### config.mk
export PLATFORM = sky130hd
export DESIGN_NAME = smv_scale
export DESIGN_NICKNAME = d
export VERILOG_FILES = /design/src/rtl/smv_pkg.sv /design/src/rtl/smv_scale.sv
export SDC_FILE = /design/constraint.sdc
export NUM_CORES = 1
export LEC_CHECK = 0
export BUFFER_PORTS_ARGS = -buffer_cell sky130_fd_sc_hd__buf_2
export CORE_ASPECT_RATIO = 0.8
export CORE_MARGIN = 4
export CORE_UTILIZATION = 35
export DETAILED_ROUTE_END_ITERATION = 10
export HOLD_SLACK_MARGIN = 0.02
export PLACE_DENSITY = 0.57
export SYNTH_ARGS = -nofsm -noshare
export SYNTH_HDL_FRONTEND = slang
export SYNTH_SLANG_ARGS = --single-unit
### constraint.sdc
create_clock -name clk -period 6.8 [get_ports clk]
set_clock_uncertainty 0.05 [all_clocks]
set_input_delay 1.02 -clock clk [delete_from_list [all_inputs] [get_ports clk]]
set_output_delay 1.02 -clock clk [all_outputs]
set_load 0.01 [all_outputs]
### src/rtl/smv_pkg.sv
package smv_pkg;

	// beat field widths
	localparam int IDX_W   = 10;
	localparam int VAL_W   = 32;
	localparam int ROW_W   = 16;
	localparam int ACC_W   = 48;
	localparam int PROD_W  = 2 * VAL_W;

	// alpha * row_sum is split at this bit of the accumulator
	localparam int SPLIT   = 24;
	localparam int PP_LO_W = VAL_W + SPLIT + 1;
	localparam int PP_HI_W = VAL_W + ACC_W - SPLIT;
	localparam int FULL_W  = VAL_W + ACC_W;
	localparam int FRAC_W  = 16;
	localparam int SCL_W   = FULL_W - FRAC_W;
	localparam int SUM_W   = SCL_W + 2;

	localparam logic signed [VAL_W-1:0] ALPHA_RESET = 32'sd65536;
	localparam logic signed [VAL_W-1:0] RES_MAX     = 32'sh7FFF_FFFF;
	localparam logic signed [VAL_W-1:0] RES_MIN     = 32'sh8000_0000;

	typedef enum logic [1:0] {
		OP_LOAD    = 2'd0,
		OP_NZ      = 2'd1,
		OP_ROW_END = 2'd2,
		OP_START   = 2'd3
	} op_t;

	// row-end beat handed from the accumulator to the scaling pipeline
	typedef struct packed {
		logic [ROW_W-1:0]          row_index;
		logic signed [VAL_W-1:0]   v1;
		logic signed [PP_LO_W-1:0] pp_lo;
		logic signed [PP_HI_W-1:0] pp_hi;
	} row_beat_t;

endpackage

### src/rtl/smv_scale.sv
module smv_scale (
	input  logic                             clk,
	input  logic                             arst_n,
	input  logic                             row_valid,
	input  smv_pkg::row_beat_t               row_beat,
	output logic                             row_ready,
	input  logic                             result_stall,
	output logic                             result_valid,
	output logic [smv_pkg::ROW_W-1:0]        row_index,
	output logic signed [smv_pkg::VAL_W-1:0] row_result,
	output logic                             saturated
);
	import smv_pkg::*;

	logic                      valid_s3;
	logic [ROW_W-1:0]          row_s3;
	logic signed [VAL_W-1:0]   v1_s3;
	logic signed [PP_LO_W-1:0] pp_lo_s3;
	logic signed [PP_HI_W-1:0] pp_hi_s3;

	logic                    valid_s4;
	logic [ROW_W-1:0]        row_s4;
	logic signed [VAL_W-1:0] v1_s4;
	logic signed [SCL_W-1:0] scaled_s4;

	logic                    result_valid_q;
	logic [ROW_W-1:0]        row_q;
	logic signed [VAL_W-1:0] result_q;
	logic                    sat_q;

	logic                     out_free;
	logic                     s4_free;
	logic signed [FULL_W-1:0] full;
	logic signed [SUM_W-1:0]  total;
	logic                     clip;
	logic signed [VAL_W-1:0]  clamped;

	assign out_free  = !result_valid_q || !result_stall;
	assign s4_free   = !valid_s4 || out_free;
	assign row_ready = !valid_s3 || s4_free;

	// exact product, then floor by 2^16
	assign full = (FULL_W'(pp_hi_s3) <<< SPLIT) + FULL_W'(pp_lo_s3);

	// add the row base and clip to 32 bits
	assign total   = SUM_W'(scaled_s4) + SUM_W'(v1_s4);
	assign clip    = !((&total[SUM_W-1:VAL_W-1]) || !(|total[SUM_W-1:VAL_W-1]));
	assign clamped = clip ? (total[SUM_W-1] ? RES_MIN : RES_MAX) : total[VAL_W-1:0];

	// partial product stage
	always_ff @(posedge clk or negedge arst_n) begin
		if (!arst_n) begin
			valid_s3 <= 1'b0;
		end else if (row_ready) begin
			valid_s3 <= row_valid;
		end
	end

	always_ff @(posedge clk) begin
		if (row_valid && row_ready) begin
			row_s3   <= row_beat.row_index;
			v1_s3    <= row_beat.v1;
			pp_lo_s3 <= row_beat.pp_lo;
			pp_hi_s3 <= row_beat.pp_hi;
		end
	end

	// scaled sum stage
	always_ff @(posedge clk or negedge arst_n) begin
		if (!arst_n) begin
			valid_s4 <= 1'b0;
		end else if (s4_free) begin
			valid_s4 <= valid_s3;
		end
	end

	always_ff @(posedge clk) begin
		if (valid_s3 && s4_free) begin
			row_s4    <= row_s3;
			v1_s4     <= v1_s3;
			scaled_s4 <= full[FULL_W-1:FRAC_W];
		end
	end

	// result register
	always_ff @(posedge clk or negedge arst_n) begin
		if (!arst_n) begin
			result_valid_q <= 1'b0;
		end else if (out_free) begin
			result_valid_q <= valid_s4;
		end
	end

	always_ff @(posedge clk) begin
		if (valid_s4 && out_free) begin
			row_q    <= row_s4;
			result_q <= clamped;
			sat_q    <= clip;
		end
	end

	assign result_valid = result_valid_q;
	assign row_index    = row_q;
	assign row_result   = result_q;
	assign saturated    = sat_q;

endmodule

==> results.sh <==
export IMPL_outcome="complete, no violations"
export IMPL_syn_inst=1488
export IMPL_seqPwrFrac_pct=39.2
export IMPL_final_util_pct=41.2
export IMPL_avgSynthCellArea_um2=11.7
export IMPL_synth_edff_count=306
export IMPL_layout_drive_gt1_share_pct=19.1
export IMPL_wl_per_cell_um=18.5
export IMPL_use_met2_pct=23.8
export IMPL_cts_made_buffers=36
export IMPL_grt_use_total_pct=15.8
export IMPL_ys_flop_type="edfxtp_1"
export IMPL_finalHoldViolCount=0
export IMPL_fmax_mhz=180
export IMPL_clockBufferDepth=3
export IMPL_routed_via_count=12425
export IMPL_areaGrowthSynthToFinish_pct=15.6
export IMPL_start_util_pct=35.7
export IMPL_ys_ff_latch=309
export IMPL_tritoncts="done"
export IMPL_drv_slew=0
export IMPL_finalCritPeriodShare_pct=81.5
export IMPL_switching_share_pct=33.5
export IMPL_grt_pass1_wl_um=68100
export IMPL_hp_class="in2async"
export IMPL_die_w_um=257
export IMPL_coreArea_um2=48600
export IMPL_clk_insertion_delay_late_ns=0.53
export IMPL_clk_pin_slew_ns=0.05
export IMPL_port_buffers=199
export IMPL_n_fill_cell=4616
export IMPL_p_leak_uw=0.00765
export IMPL_powerDensity_nw_per_um2=311
export IMPL_yosysUniqueCellTypes=85
export IMPL_syn_area_um2=17400
export IMPL_r2r_slack_ns=1.26
export IMPL_grt_max_degree=85
export IMPL_crit_path_end_kind="register"
export IMPL_setup_viol=0
export IMPL_setup_tns_ns=0
export IMPL_power_total_uw=6240
export IMPL_ys_async_sr_fraction_pct=0.971
export IMPL_worst_pin_slew_ns=1.02
export IMPL_critPathLaunchType="register"
export IMPL_layout_commonest_cell="edfxtp_1"
export IMPL_reg2reg_depth=15
export IMPL_timing_final_crit_period_ns=5.54
export IMPL_io_pins=216
export IMPL_cts_hold_buf=0
export IMPL_top_usage_layer="met1"
export IMPL_cts_sinks=309
export IMPL_ys_warn_count=0
export IMPL_fin_nets=1967
export IMPL_gr_total_overflow=0
export IMPL_layout_common_cells="edfxtp_1 (306), buf_2 (199), a21oi_1 (140), ha_1 (119), nand2_1 (103)"
export IMPL_ant_nets=0
export IMPL_num_rows=72
export IMPL_gp_congestion=0.910
export IMPL_maxCapViolCount=0
export IMPL_first_global_vias=12177
export IMPL_hold_slack_ns=0.241
export IMPL_drtPass1Iterations=5
export IMPL_slew_headroom_pct=31.3
export IMPL_required_ns=6.99
export IMPL_cp_max_fo=30
export IMPL_met3_usage_pct=2.41
export IMPL_htreeDepth=2
export IMPL_seq_area_frac_synth_pct=53.4
export IMPL_hpwlAfterDp_um=33100
export IMPL_wirelength_um=43300
export IMPL_timing_rr_end="row_result[27]"
export IMPL_internal_power_uw=4150
export IMPL_viasPerCell=5.32
export IMPL_post_cts_setup_buffers=0
export IMPL_use_met1_pct=24.1
export IMPL_syn_num_nets=1774
export IMPL_die_area_um2=53200
export IMPL_die_y_um=207
export IMPL_antenna_cells=0
export IMPL_power_frac_comb_pct=31.5
export IMPL_drtIter0Drc=946
export IMPL_drc=0
export IMPL_switchingPower_uw=2090
export IMPL_rsz0062_at_grt="false"
export IMPL_max_vdd_ir_drop_v=0.000233
export IMPL_cts_resized=0
export IMPL_arrival_ns=5.74
export IMPL_timing_rr_start="v1_s4[31]"
export IMPL_p_clk_share_pct=29.3
export IMPL_worstSetupPathType="reg2reg"
export IMPL_antenna_found_initial=0
export IMPL_cts_root_buf="clkbuf_16"
## cell usage after synthesis, drive strengths merged (25+ instances only)
cell / count / area share (%)
xnor2: 68 / 3.4
o21ai: 112 / 3.9
inv: 33 / 0.71
nor3: 30 / 0.89
buf: 25 / 1.0
nor2: 82 / 1.8
nand3: 33 / 0.95
clkbuf: 25 / 0.60
nand2: 103 / 2.2
nand4: 34 / 1.2
a21oi: 143 / 4.2
a21o: 71 / 3.1
edfxtp: 306 / 53
ha: 119 / 8.6
xor2: 29 / 1.5
## routing by layer
metal	vias up	share of wire, %
met2	318	42
met4	0	1.5
li1	6148	-
met1	5912	51
met3	47	4.7
met5	-	0
## worst max path at each step
stage                       startpoint             end  slack, ns  depth (start not counted)
after floorplan           result_stall    row_index[0]       1.63                          1
after global placement       v1_s4[31]   row_result[8]       1.35                         15
after detailed placement     v1_s4[31]  row_result[20]       1.26                         15
after CTS                    v1_s4[31]  row_result[27]       1.23                         15
after global routing         v1_s4[31]  row_result[20]       0.91                         15
final                        v1_s4[31]  row_result[27]       1.26                         15
## power groups by stage
stage / clock [µW] / combinational (µW) / sequential, µW
detailed placement: 0 / 1960 / 2490
global placement: 0 / 1950 / 2490
floorplan: 0 / 1380 / 2500
finish: 1830 / 1970 / 2450
CTS: 1890 / 1970 / 2450
global route: 1970 / 2170 / 2470
## critical path, stage by stage, from the launching register on
cell	delay, ns
edfxtp_1	0.57
buf_4	0.36
ha_1	0.47
a21oi_1	0.24
o21ai_1	0.17
a221oi_2	0.38
o221a_2	0.32
or2_1	0.12
o311a_1	0.18
xnor2_1	0.08
or4_1	0.50
or4_1	0.55
or4_1	0.53
o21ai_4	0.14
buf_4	0.46
o21ai_2	0.12
## per-stage QoR
stage / area, µm² / worst slack, ns / instances
floorplan: 17400 / 1.63 / 1488
CTS: 20100 / 1.23 / 2337
finish: 20100 / 1.26 / 2337
global route: 20100 / 0.909 / 2337
global placement: 19000 / 1.35 / 2272
detailed placement: 19000 / 1.26 / 2272
## state kept, by name (all words and copies together) (netlist names), 16 cells and up
name and flops:
pp_hi_s3 56, pp_lo_s3 41, row_index 16, row_result 32, row_s3 16, row_s4 16
scaled_s4 64, v1_s3 32, v1_s4 32
## cell families (layout without fill, tap and decap cells)
family | Yosys count | count (layout) | share of synthesized area, %
fa+ha+maj | 121 | 121 | 8.81
compound gates | 482 | 482 | 18.8
flops | 309 | 309 | 53.4
buf+inv | 83 | 303 | 2.32
simple gates | 387 | 387 | 11.3
mux | 9 | 9 | 0.534
xor+xnor | 97 | 97 | 4.90
## area by class of cell
class / instances / area (µm²) / share of cell area, %
flip-flops and latches: 309 / 9260 / 46.2
clock inverters: 22 / 185 / 0.923
repair buffers: 205 / 1050 / 5.25
multi-input cells: 1096 / 7720 / 38.5
well taps: 629 / 787 / 3.92
clock buffers: 43 / 927 / 4.62
inverters: 33 / 124 / 0.617
Note: power is estimated with default switching activity, not from simulation.
